`config.mk`:
```
export PLATFORM = sky130hd
export DESIGN_NAME = tga_pixel_stream_decoder
export DESIGN_NICKNAME = d
export VERILOG_FILES = /design/src/rtl/tgapsd_pkg.sv /design/src/rtl/tgapsd_front.sv /design/src/rtl/tgapsd_queue.sv /design/src/rtl/tgapsd_back.sv /design/src/rtl/tga_pixel_stream_decoder.sv
export SDC_FILE = /design/constraint.sdc
export NUM_CORES = 1
export LEC_CHECK = 0
export ABC_AREA = 1
export BUFFER_PORTS_ARGS = -buffer_cell sky130_fd_sc_hd__buf_2
export CAP_MARGIN = 30
export CORE_ASPECT_RATIO = 1.25
export CORE_MARGIN = 4
export CORE_UTILIZATION = 45
export CTS_CLUSTER_SIZE = 14
export DETAILED_ROUTE_END_ITERATION = 10
export GPL_TIMING_DRIVEN = 0
export RECOVER_POWER = 50
export SYNTH_ARGS = -nofsm -noshare
export SYNTH_HDL_FRONTEND = slang
export SYNTH_SLANG_ARGS = --single-unit
```
`constraint.sdc`:
```
create_clock -name aclk -period 8.5 [get_ports aclk]
set_clock_uncertainty 0.05 [all_clocks]
set_input_delay 1.7 -clock aclk [delete_from_list [all_inputs] [get_ports aclk]]
set_output_delay 1.7 -clock aclk [all_outputs]
set_load 0.01 [all_outputs]
```
`src/rtl/tgapsd_pkg.sv`:
```
// Shared types, codes and constants for the TGA pixel stream decoder.
package tgapsd_pkg;

    // Default depth of the queue between the byte classifier and the pixel engine.
    localparam int QUEUE_DEPTH_DEF = 2;

    // Register indexes of the configuration port.
    localparam logic [2:0] REG_RUN_LENGTH_MODE  = 3'd0;
    localparam logic [2:0] REG_FOUR_BYTE_PIXELS = 3'd1;
    localparam logic [2:0] REG_IMAGE_WIDTH      = 3'd2;
    localparam logic [2:0] REG_IMAGE_HEIGHT     = 3'd3;
    localparam logic [2:0] REG_ALPHA_FILL       = 3'd4;

    // Reset values of the configuration registers.
    localparam logic [15:0] IMAGE_DIM_RESET  = 16'd1;
    localparam logic [7:0]  ALPHA_FILL_RESET = 8'hFF;

    // Packet headers below this value start a raw packet.
    localparam logic [7:0] RUN_HEADER_MIN = 8'd128;
    // A run header carries its length plus this offset.
    localparam logic [7:0] RUN_LEN_OFFSET = 8'd127;

    // Packet decode phase.
    typedef enum logic [1:0] {
        PH_HEADER = 2'd0,
        PH_RAW    = 2'd1,
        PH_RUN    = 2'd2
    } phase_t;

    // One classified byte as it waits in the queue.
    typedef struct packed {
        logic [7:0] data_byte;
        logic       start;      // clear the decoder before this byte
        logic       hdr_is_run; // byte read as a header starts a run
        logic [7:0] hdr_count;  // pixel count if read as a header
    } byte_entry_t;

    // Configuration as seen by the pixel engine.
    typedef struct packed {
        logic        run_length_mode;
        logic        four_byte_pixels;
        logic [7:0]  alpha_fill;
        logic [31:0] total_pixels;
    } dec_cfg_t;

endpackage

```
`src/rtl/tgapsd_front.sv`:
```
// Input side: takes stream bytes and classifies each as a potential packet header.
module tgapsd_front
    import tgapsd_pkg::*;
(
    input  logic        s_tvalid,
    output logic        s_tready,
    input  logic [7:0]  s_tdata,
    input  logic        s_tuser,
    input  logic        q_full,
    output logic        q_push,
    output byte_entry_t q_entry
);

    // A transfer is taken whenever the queue has a free slot.
    assign s_tready = !q_full;
    assign q_push   = s_tvalid && !q_full;

    // Header decode does not depend on decoder state, so it is done here.
    always_comb begin
        q_entry.data_byte = s_tdata;
        q_entry.start     = s_tuser;
        if (s_tdata < RUN_HEADER_MIN) begin
            q_entry.hdr_is_run = 1'b0;
            q_entry.hdr_count  = s_tdata + 8'd1;
        end else begin
            q_entry.hdr_is_run = 1'b1;
            q_entry.hdr_count  = s_tdata - RUN_LEN_OFFSET;
        end
    end

endmodule

```
`src/rtl/tgapsd_queue.sv`:
```
// Small queue of classified bytes between the front and the pixel engine.
module tgapsd_queue
    import tgapsd_pkg::*;
#(
    parameter int DEPTH = QUEUE_DEPTH_DEF // at least 2
) (
    input  logic        aclk,
    input  logic        aresetn,
    input  logic        push,
    input  byte_entry_t push_entry,
    input  logic        pop,
    output logic        head_valid,
    output byte_entry_t head_entry,
    output logic        full
);

    localparam int PTR_W = $clog2(DEPTH);
    localparam int CNT_W = $clog2(DEPTH + 1);
    localparam logic [PTR_W-1:0] LAST_PTR = PTR_W'(DEPTH - 1);

    byte_entry_t      mem [DEPTH];
    logic [PTR_W-1:0] wr_ptr_reg, wr_ptr_next;
    logic [PTR_W-1:0] rd_ptr_reg, rd_ptr_next;
    logic [CNT_W-1:0] count_reg, count_next;

    assign head_valid = (count_reg != '0);
    assign full       = (count_reg == CNT_W'(DEPTH));
    assign head_entry = mem[rd_ptr_reg];

    // Pointer and fill count update.
    always_comb begin
        wr_ptr_next = wr_ptr_reg;
        rd_ptr_next = rd_ptr_reg;
        count_next  = count_reg;
        if (push) begin
            wr_ptr_next = (wr_ptr_reg == LAST_PTR) ? '0 : wr_ptr_reg + 1'b1;
        end
        if (pop) begin
            rd_ptr_next = (rd_ptr_reg == LAST_PTR) ? '0 : rd_ptr_reg + 1'b1;
        end
        if (push && !pop) begin
            count_next = count_reg + 1'b1;
        end else if (pop && !push) begin
            count_next = count_reg - 1'b1;
        end
    end

    always_ff @(posedge aclk) begin
        if (!aresetn) begin
            wr_ptr_reg <= '0;
            rd_ptr_reg <= '0;
            count_reg  <= '0;
        end else begin
            wr_ptr_reg <= wr_ptr_next;
            rd_ptr_reg <= rd_ptr_next;
            count_reg  <= count_next;
        end
    end

    // Entry storage.
    always_ff @(posedge aclk) begin
        if (push) begin
            mem[wr_ptr_reg] <= push_entry;
        end
    end

endmodule

```
`src/rtl/tgapsd_back.sv`:
```
// Pixel engine: packet state, pixel assembly, run clipping and the output register.
module tgapsd_back
    import tgapsd_pkg::*;
(
    input  logic        aclk,
    input  logic        aresetn,
    input  dec_cfg_t    cfg,
    input  logic        q_valid,
    input  byte_entry_t q_entry,
    output logic        q_pop,
    output logic        m_tvalid,
    input  logic        m_tready,
    output logic [39:0] m_tdata,
    output logic        m_tlast
);

    phase_t      phase_reg, phase_next;
    logic [7:0]  left_reg, left_next;
    logic [1:0]  bip_reg, bip_next;
    logic [23:0] held_reg, held_next;
    logic [31:0] done_reg, done_next;

    logic        m_valid_reg, m_valid_next;
    logic [39:0] m_data_reg, m_data_next;
    logic        m_last_reg, m_last_next;

    // State as seen after an optional start-of-image clear.
    phase_t      eff_phase;
    logic [7:0]  eff_left;
    logic [1:0]  eff_bip;
    logic [23:0] eff_held;
    logic [31:0] eff_done;

    logic        complete;
    logic        is_header;
    logic        collect;
    logic [1:0]  last_idx;
    logic [31:0] remaining;
    logic        rem_small;
    logic [7:0]  left_dec;
    logic [7:0]  run_cnt;
    logic [7:0]  repeat_cnt;
    logic [7:0]  red;
    logic [7:0]  alpha;
    logic        produce;

    // A byte leaves the queue when the output register can take its result.
    assign q_pop = q_valid && (!m_valid_reg || m_tready);

    assign m_tvalid = m_valid_reg;
    assign m_tdata  = m_data_reg;
    assign m_tlast  = m_last_reg;

    // Start of image clears the decoder before the byte is used.
    always_comb begin
        if (q_entry.start) begin
            eff_phase = PH_HEADER;
            eff_left  = '0;
            eff_bip   = '0;
            eff_held  = '0;
            eff_done  = '0;
        end else begin
            eff_phase = phase_reg;
            eff_left  = left_reg;
            eff_bip   = bip_reg;
            eff_held  = held_reg;
            eff_done  = done_reg;
        end
    end

    // Byte classification against the current state.
    assign complete  = (eff_done >= cfg.total_pixels);
    assign remaining = cfg.total_pixels - eff_done;
    assign rem_small = (remaining[31:8] == '0);
    assign is_header = cfg.run_length_mode && (eff_phase == PH_HEADER);
    assign last_idx  = cfg.four_byte_pixels ? 2'd3 : 2'd2;
    assign collect   = (eff_bip < last_idx);
    assign left_dec  = (eff_left == '0) ? '0 : eff_left - 8'd1;

    // Next packet phase.
    always_comb begin
        phase_next = phase_reg;
        if (q_pop) begin
            phase_next = eff_phase;
            if (!complete) begin
                if (is_header) begin
                    phase_next = q_entry.hdr_is_run ? PH_RUN : PH_RAW;
                end else if (!collect && cfg.run_length_mode) begin
                    if (eff_phase == PH_RUN || left_dec == '0) begin
                        phase_next = PH_HEADER;
                    end
                end
            end
        end
    end

    // Pixel values and run length of a completed pixel.
    always_comb begin
        red   = (eff_bip == 2'd2) ? q_entry.data_byte : eff_held[23:16];
        alpha = (cfg.four_byte_pixels && eff_bip == 2'd3) ? q_entry.data_byte
                                                           : cfg.alpha_fill;
        if (cfg.run_length_mode && eff_phase == PH_RUN) begin
            run_cnt = (eff_left == '0) ? 8'd1 : eff_left;
        end else begin
            run_cnt = 8'd1;
        end
        // Clip the run to the pixels still missing from the image.
        if (rem_small && run_cnt > remaining[7:0]) begin
            repeat_cnt = remaining[7:0];
        end else begin
            repeat_cnt = run_cnt;
        end
    end

    // Datapath state and output register.
    always_comb begin
        left_next    = left_reg;
        bip_next     = bip_reg;
        held_next    = held_reg;
        done_next    = done_reg;
        produce      = 1'b0;
        m_data_next  = m_data_reg;
        m_last_next  = m_last_reg;
        m_valid_next = m_valid_reg;
        if (m_tready) begin
            m_valid_next = 1'b0;
        end
        if (q_pop) begin
            left_next = eff_left;
            bip_next  = eff_bip;
            held_next = eff_held;
            done_next = eff_done;
            if (!complete) begin
                if (is_header) begin
                    left_next = q_entry.hdr_count;
                    bip_next  = '0;
                    held_next = '0;
                end else if (collect) begin
                    case (eff_bip)
                        2'd0:    held_next[7:0]   = eff_held[7:0]   | q_entry.data_byte;
                        2'd1:    held_next[15:8]  = eff_held[15:8]  | q_entry.data_byte;
                        default: held_next[23:16] = eff_held[23:16] | q_entry.data_byte;
                    endcase
                    bip_next = eff_bip + 2'd1;
                end else begin
                    produce = 1'b1;
                    if (cfg.run_length_mode) begin
                        left_next = (eff_phase == PH_RUN) ? '0 : left_dec;
                    end
                    done_next   = eff_done + 32'(repeat_cnt);
                    bip_next    = '0;
                    held_next   = '0;
                    m_data_next = {repeat_cnt, alpha, eff_held[7:0], eff_held[15:8], red};
                    m_last_next = rem_small && (repeat_cnt == remaining[7:0]);
                end
            end
            m_valid_next = produce;
        end
    end

    always_ff @(posedge aclk) begin
        if (!aresetn) begin
            phase_reg   <= PH_HEADER;
            left_reg    <= '0;
            bip_reg     <= '0;
            held_reg    <= '0;
            done_reg    <= '0;
            m_valid_reg <= 1'b0;
        end else begin
            phase_reg   <= phase_next;
            left_reg    <= left_next;
            bip_reg     <= bip_next;
            held_reg    <= held_next;
            done_reg    <= done_next;
            m_valid_reg <= m_valid_next;
        end
    end

    // Result payload needs no reset.
    always_ff @(posedge aclk) begin
        m_data_reg <= m_data_next;
        m_last_reg <= m_last_next;
    end

endmodule

```
`src/rtl/tga_pixel_stream_decoder.sv`:
```
// Top level of the TGA pixel stream decoder: configuration registers and channel wiring.
//
// Usage: pixel-data bytes of a TGA image (after the file header) arrive one per
// transfer on the s_ channel; s_tuser marks the first byte of a new image and
// clears the decoder first. Plain or run-length packets are selected by register.
// Each completed pixel leaves as one m_ transfer with red, green, blue, alpha and
// a repeat count (a run packet gives one transfer for the whole run, clipped at
// the image end). m_tlast marks the transfer that completes the image; later
// bytes are dropped until the next start of image.
// Throughput: one byte per cycle while m_tready stays high. A byte that
// completes a pixel is written into the byte queue, then its result moves into
// the output register, which raises m_tvalid.
// The image size product is taken into its own register after a write.
// When the receiver stalls, the result holds in the output register, the byte
// queue fills and s_tready drops once it is full; nothing is lost.
// Reset (aresetn low, synchronous) empties the queue and the output register,
// clears the decoder state and loads the register defaults.
// The user must make configuration writes only while the block is idle; the block itself does not enforce it.
module tga_pixel_stream_decoder
    import tgapsd_pkg::*;
#(
    parameter int QUEUE_DEPTH = QUEUE_DEPTH_DEF
) (
    input  logic        aclk,
    input  logic        aresetn,
    // Input bytes
    input  logic        s_tvalid,
    output logic        s_tready,
    input  logic [7:0]  s_tdata,   // [7:0] data_byte
    input  logic        s_tuser,   // [0] start_of_image
    // Decoded pixels
    output logic        m_tvalid,
    input  logic        m_tready,
    output logic [39:0] m_tdata,   // [7:0] red, [15:8] green, [23:16] blue,
                                   // [31:24] alpha, [39:32] repeat_count
    output logic        m_tlast,   // last_pixel
    // Configuration write port
    input  logic        cfg_wr_en,
    input  logic [2:0]  cfg_index,
    input  logic [15:0] cfg_wdata
);

    logic        run_length_mode_reg;
    logic        four_byte_pixels_reg;
    logic [15:0] image_width_reg;
    logic [15:0] image_height_reg;
    logic [7:0]  alpha_fill_reg;
    logic [31:0] total_reg;

    dec_cfg_t    dec_cfg;
    logic        q_push;
    logic        q_pop;
    logic        q_full;
    logic        q_valid;
    byte_entry_t push_entry;
    byte_entry_t head_entry;

    // Configuration registers.
    always_ff @(posedge aclk) begin
        if (!aresetn) begin
            run_length_mode_reg  <= 1'b0;
            four_byte_pixels_reg <= 1'b0;
            image_width_reg      <= IMAGE_DIM_RESET;
            image_height_reg     <= IMAGE_DIM_RESET;
            alpha_fill_reg       <= ALPHA_FILL_RESET;
        end else if (cfg_wr_en) begin
            case (cfg_index)
                REG_RUN_LENGTH_MODE:  run_length_mode_reg  <= cfg_wdata[0];
                REG_FOUR_BYTE_PIXELS: four_byte_pixels_reg <= cfg_wdata[0];
                REG_IMAGE_WIDTH:      image_width_reg      <= cfg_wdata;
                REG_IMAGE_HEIGHT:     image_height_reg     <= cfg_wdata;
                REG_ALPHA_FILL:       alpha_fill_reg       <= cfg_wdata[7:0];
                default:              ;
            endcase
        end
    end

    // Pixel count of the image, registered after the multiplier.
    always_ff @(posedge aclk) begin
        total_reg <= 32'(image_width_reg) * 32'(image_height_reg);
    end

    assign dec_cfg.run_length_mode  = run_length_mode_reg;
    assign dec_cfg.four_byte_pixels = four_byte_pixels_reg;
    assign dec_cfg.alpha_fill       = alpha_fill_reg;
    assign dec_cfg.total_pixels     = total_reg;

    tgapsd_front u_front (
        .s_tvalid (s_tvalid),
        .s_tready (s_tready),
        .s_tdata  (s_tdata),
        .s_tuser  (s_tuser),
        .q_full   (q_full),
        .q_push   (q_push),
        .q_entry  (push_entry)
    );

    tgapsd_queue #(
        .DEPTH (QUEUE_DEPTH)
    ) u_queue (
        .aclk       (aclk),
        .aresetn    (aresetn),
        .push       (q_push),
        .push_entry (push_entry),
        .pop        (q_pop),
        .head_valid (q_valid),
        .head_entry (head_entry),
        .full       (q_full)
    );

    tgapsd_back u_back (
        .aclk     (aclk),
        .aresetn  (aresetn),
        .cfg      (dec_cfg),
        .q_valid  (q_valid),
        .q_entry  (head_entry),
        .q_pop    (q_pop),
        .m_tvalid (m_tvalid),
        .m_tready (m_tready),
        .m_tdata  (m_tdata),
        .m_tlast  (m_tlast)
    );

    // A pixel always covers at least one and at most RUN_HEADER_MIN (128) pixels.
    a_repeat_range: assert property (@(posedge aclk) disable iff (!aresetn)
        m_tvalid |-> (m_tdata[39:32] != 8'd0 && m_tdata[39:32] <= RUN_HEADER_MIN))
        else $error("repeat_count out of range");

    // Without run-length packets every pixel stands alone.
    a_plain_repeat: assert property (@(posedge aclk) disable iff (!aresetn)
        (m_tvalid && !run_length_mode_reg) |-> (m_tdata[39:32] == 8'd1))
        else $error("plain mode pixel with repeat count other than one");

    // 24-bit pixels take their alpha from the fill register.
    a_alpha_fill: assert property (@(posedge aclk) disable iff (!aresetn)
        (m_tvalid && !four_byte_pixels_reg) |-> (m_tdata[31:24] == alpha_fill_reg))
        else $error("24-bit pixel alpha differs from fill value");

    // A popped byte never leaves the queue while the output register is stalled.
    a_no_pop_on_stall: assert property (@(posedge aclk) disable iff (!aresetn)
        (m_tvalid && !m_tready) |-> !q_pop)
        else $error("byte consumed while result stalled");

endmodule
```
==> metrics.txt, run 1 <==
status finished with violations; violated checks max-capacitance violations, max-slew violations; Setup Viol. Count Final 0; maximum VDD drop 172 uV; initial antenna violation count 0; htree depth 1; Reg2Reg Depth 39; vias per std cell 5.08; GR Overflow Total 0; CTS tree done; master of the slowest instance on the critical path buf_1; most frequent cells in the layout 721 x nand2_1, 642 x inv_1, 242 x nor2_1; power per cell area 193 mW/mm^2; Initial Util 45.8%; CP peak stage delay 570 ps; chip height 254 um; crit path to u_back.done_reg[26]; Post-DRT Antenna Nets 0; CTS Buf Count 26; Clock Root Buffer clkbuf_16; setup TNS 0 ps; initial DRC count 1271; Mapped Cells 2947; clk_lat worst skew 560 ps; Required @ worst endpoint 8870 ps; syn_area_per_cell 7.37 sq um; total track usage 24.5%; pre-CTS setup slack 1030 ps; reg2reg setup slack 780 ps; RD Place Congestion 0.907; Largest Register u_back.m_tdata; minimum clock period 7720 ps; DIE WIDTH 205 um; max reg flops 40; CTS Hold Bufs 0; max-cap violations 1; io pins 76; Setup Buffers After CTS 0; Post-synth top flop dfxtp_1; RSZ-0062 raised after global routing false; ratio of cells with drive above 1 in the final layout 4.69%; port bufs 75; GR peak layer met2; Worst Max-Slew Pin Slew 1550 ps; FP Rows 89; GR Util met1 29.3%; Clock Path Buffers 3; worst-path maximum fanout 10; Core ar. 0.0474 sq mm; post-synthesis sequential area ratio 24.0%; vias in the first global route 19000; Clock Sinks 223; post-CTS resize count 0; synthesized area 0.0217 sq mm; Peak Freq 130 MHz; Final Cycle Share 90.8%; via count 18800; crit path capture type register; grt met2 use 44.7%; final wirelength 63.3 mm; Worst-path clk slew 60 ps; Cell variety after synth 58; Worst slew margin -3.62%; Setup CP Type register to register; DRC 0; layout net count 3441; final setup margin 781 ps; GRT met3 Usage 2.45%; pin count of the biggest net entering global routing 44; Layout area overhead 9.08%; total die area 0.0519 sq mm; Hold Path Stages 2; n_diodes 0; post-DP HPWL 51.7 mm; worst hold path type register to register; worst path arrival time 8090 ps; final hold vios 0; Post-synth EDFFs 75; Largest regs u_back.m_tdata: 40 flops, u_queue.mem: 34 flops; drt pass-1 iters 5; Avg WL per Cell 17.1 um; global-route wire length before repair 101 mm; syn nets 3338; Pins Over Slew Limit 19; commonest non-fill, non-tap cell in the layout nand2_1; Post-synth ARST share 0%; Worst Hold Margin 420 ps; crit path launch type register; Yosys Warn Count 0; FF-to-FF End u_back.done_reg[26]; critical path's most frequent cell nand2_1; leakage power 12.3 nW; Synth Register Bits 223
-- cell families after synthesis --
group,share of synthesized area [%]
AOI/OAI and AO/OA,9.05
xor gates and xnor gates,2.50
adders and majority gates,27.4
buffers and inverters,13.8
DFF,24.0
muxes,0.323
and+or+nand+nor,23.0
-- critical path: cells and delay by family (launching register included) --
family / cells / cell delay [ps]
and+or+nand+nor: 19 / 2340
buffers and inverters: 9 / 2160
DFF: 1 / 320
AOI/OAI and AO/OA: 7 / 1590
adders and majority gates: 3 / 930
xor gates and xnor gates: 1 / 190
-- stage by stage --
step | total power [mW] | utilization, % | cell area (sq um) | instances
final | 4.57 | 50.0 | 23700 | 3707
after global routing | 4.88 | 50.0 | 23700 | 3707
after CTS | 4.58 | 50.1 | 23800 | 3707
after detailed placement | 3.42 | 48.3 | 22900 | 3659
after global placement | 3.39 | 48.3 | 22900 | 3659
after floorplan | 2.84 | - | 21700 | 2947
-- Yosys cell counts (6+ instances only) --
master / count / area, sq um
nand4_1: 27 / 169
a21oi_1: 107 / 536
nor4_1: 7 / 43.8
a31oi_1: 6 / 37.5
o21ai_1: 8 / 40.0
nand3_1: 94 / 470
buf_4: 6 / 45.0
edfxtp_1: 75 / 2250
o21bai_1: 6 / 45.0
mux2i_1: 7 / 70.1
xnor2_1: 20 / 175
nor2_2: 17 / 106
inv_2: 11 / 41.3
nor3_1: 25 / 125
nand2_2: 16 / 100
nand3b_1: 10 / 75.1
inv_1: 642 / 2410
xor2_1: 42 / 368
nand2_1: 720 / 2700
o21a_1: 9 / 67.6
nor2_1: 242 / 908
dfxtp_1: 148 / 2960
o21ai_0: 119 / 596
fa_1: 196 / 3920
ha_1: 162 / 2030
o211ai_1: 61 / 458
clkbuf_1: 99 / 372
-- final cells by class --
cell class                      count  area [sq um]
Fill cell                        4823         23700
Multi-Input combinational cell   1949         13500
Sequential cell                   223          5220
Inverter                          658          2490
Tap cell                          637           797
Clock buffer                       31           669
Buffer                            117           500
Timing Repair Buffer               75           308
Clock inverter                     17           205
-- where the power goes --
group | internal, mW | switching [mW] | total (mW)
logic | 0.631 | 1.44 | 2.07
registers | 1.27 | 0.0748 | 1.35
clock network | 0.686 | 0.462 | 1.15
total | 2.59 | 1.98 | 4.57
-- worst min path at each step --
| stage | from | to | slack (ps) |
|---|---|---|---|
| 6_report | u_back.left_reg[1] | u_back.left_reg[1] | 420 |
| 5_1_grt | u_back.left_reg[1] | u_back.left_reg[1] | 440 |
| 4_1_cts | u_back.left_reg[1] | u_back.left_reg[1] | 420 |
| 3_5_place_dp | u_back.left_reg[1] | u_back.left_reg[1] | 410 |
| 3_3_place_gp | u_queue.rd_ptr_reg | u_queue.rd_ptr_reg | 390 |
| 2_1_floorplan | u_queue.rd_ptr_reg | register | 380 |
-- routing by layer --
metal  vias to the layer above  routed length [um]
met4                         0                3290
met3                       145                2590
li1                       9272                   -
met2                       479               31900
met1                      8934               25500
met5                         -                   0
(Power assumes the default switching activity.)
==> inputs of run 2 (changes only) <==
Settings changed: CORE_UTILIZATION 45 to 60, PLACE_DENSITY from default to 0.77.
==> metrics.txt, run 2 (synthesized netlist as in run 1, its figures left out) <==
post-DP HPWL 48.9 mm (-5.5%); # placed instances 3498 (-4.4%); Worst-path clk slew 60 ps (about the same); Pins Over Slew Limit 0 (-19); total track usage 31.4% (+6.9 points); setup TNS 0 ps (unchanged); via count 19500 (+3.5%); Worst slew margin 35.8% (+39 points); CTS Hold Bufs 0 (unchanged); wire length on met3 3.87 mm (+49%); critical path's most frequent cell nand2_1; status completed; Clk pwr share 23.5% (-1.6 points); met1 wire length 22.8 mm (-11%); DIE WIDTH 178 um (-13%); Clock Path Buffers 3 (unchanged); fin cells 3542 (-4.5%); Core ar. 0.0356 sq mm (-25%); vias in the first global route 19500 (+2.8%); most frequent cells in the layout 721 x nand2_1, 642 x inv_1, 242 x nor2_1; fin util 65.9% (+16 points); GR Overflow Total 0 (unchanged); post-CTS resize count 0 (unchanged); worst-path maximum fanout 10 (unchanged); commonest non-fill, non-tap cell in the layout nand2_1; Clock Sinks 223 (unchanged); crit path launch type register; Worst Hold Margin 413 ps (-7.15 ps); n_diodes 0 (unchanged); total die area 0.0393 sq mm (-24%); clk_lat worst skew 540 ps (-20 ps); Post-DRT Antenna Nets 0 (unchanged); crit path capture type register; CTS Buf Count 24 (-7.7%); Layout area overhead 7.81%; RD Place Congestion 0.968 (+6.8%); max reg flops 40 (unchanged); Worst Max-Slew Pin Slew 953 ps (-596 ps); Setup Viol. Count Final 0 (unchanged); worst hold path type register to register; ratio of cells with drive above 1 in the final layout 4.69% (about the same); port bufs 75 (unchanged); Reg2Reg Depth 38 (-2.6%); max-cap violations 0 (-1); Initial Util 61.1% (+15 points); met2 wire len 29.5 mm (-7.5%); leakage power 12.2 nW (-0.30%); Largest Register u_back.m_tdata; Clock Root Buffer clkbuf_16; Setup CP Type register to register; layout net count 3441 (unchanged); pin count of the biggest net entering global routing 44 (unchanged); power per cell area 191 mW/mm^2 (-1.0%); minimum clock period 7590 ps (-129 ps); switching power 1.95 mW (-1.4%); Hold Path Stages 2 (unchanged); Required @ worst endpoint 8860 ps (about the same); htree depth 1 (unchanged); Peak Freq 132 MHz (+1.7%); FF-to-FF End u_back.done_reg[26]; Reg power frac 30.3% (+0.8 points); switching share of power 43.6% (+0.36 points); CTS tree done; chip height 221 um (-13%); global-route wire length before repair 98.6 mm (-2.4%); drt pass-1 iters 8 (+3); vias per std cell 5.50 (+8.3%); combinational power share 46.2% (+0.9 points); DRC 0 (unchanged); Int Pwr 2.52 mW (-2.8%); Final Cycle Share 89.3% (-1.5 points); io pins 76 (unchanged); FP Rows 77 (-13%); Setup Buffers After CTS 0 (unchanged); initial DRC count 1635 (+29%); final hold vios 0 (unchanged); maximum VDD drop 151 uV (-12%); RSZ-0062 raised after global routing false; hold_sp u_back.left_reg[1]; Largest regs u_back.m_tdata: 40 flops, u_queue.mem: 34 flops; final wirelength 60.6 mm (-4.2%); master of the slowest instance on the critical path buf_1; Tot Pwr 4.47 mW (-2.2%); reg2reg setup slack 910 ps (+130 ps); worst path arrival time 7950 ps (-140 ps); Min-Delay Endpoint u_back.left_reg[1]; Avg WL per Cell 17.1 um (+0.23%); initial antenna violation count 0 (unchanged); CP peak stage delay 550 ps (-20 ps); DR top layer met4
==> run 2: worst max path at each step <==
stage	slack (ps)	depth (start not counted)	to	start
detailed placement	1110	38	u_back.done_reg[26]	register
finish	910	38	u_back.done_reg[26]	register
floorplan	2580	27	total_reg[28]	image_width_reg[13]
global route	270	38	u_back.done_reg[26]	register
global placement	1230	38	u_back.done_reg[26]	register
CTS	1070	38	u_back.done_reg[26]	register
==> run 2: worst max-delay path, delay by kind of cell, from the launching register on <==
| kind | cells | cell delay (ps) |
|---|---|---|
| AOI/OAI and AO/OA | 5 | 1060 |
| and+or+nand+nor | 20 | 2700 |
| xor gates and xnor gates | 1 | 170 |
| DFF | 1 | 330 |
| buffers and inverters | 9 | 2120 |
| adders and majority gates | 3 | 980 |
==> run 2: cell type report <==
cell class	instances	area (sq um)
fillers	3152	12100
multi-input cells	1949	13500
well taps	474	593
flip-flops and latches	223	5220
plain buffers	117	500
inverters	658	2490
clock buffers	30	664
repair buffers	77	318
clock inverters	14	130
==> run 2: metal layers <==
metal | GRT usage [%] | vias up
li1 | - | 9259
met1 | 36.8 | 9181
met2 | 54.9 | 784
met3 | 3.86 | 259
met4 | 19.1 | 0
met5 | 0 | -
==> run 2: per-stage QoR <==
step,area (sq um),setup WS [ps]
2_1_floorplan,21700,2580
3_3_place_gp,22700,1230
3_5_place_dp,22700,1110
4_1_cts,23500,1070
5_1_grt,23400,267
6_report,23400,910
==> run 2: power groups by stage <==
| stage | Clock, mW | Sequential (mW) | Combinational, mW |
|---|---|---|---|
| after floorplan | 0 | 1.36 | 1.48 |
| after global routing | 1.10 | 1.37 | 2.29 |
| after CTS | 1.06 | 1.35 | 2.03 |
| final | 1.05 | 1.35 | 2.06 |
| after global placement | 0 | 1.36 | 1.96 |
| after detailed placement | 0 | 1.37 | 2.02 |
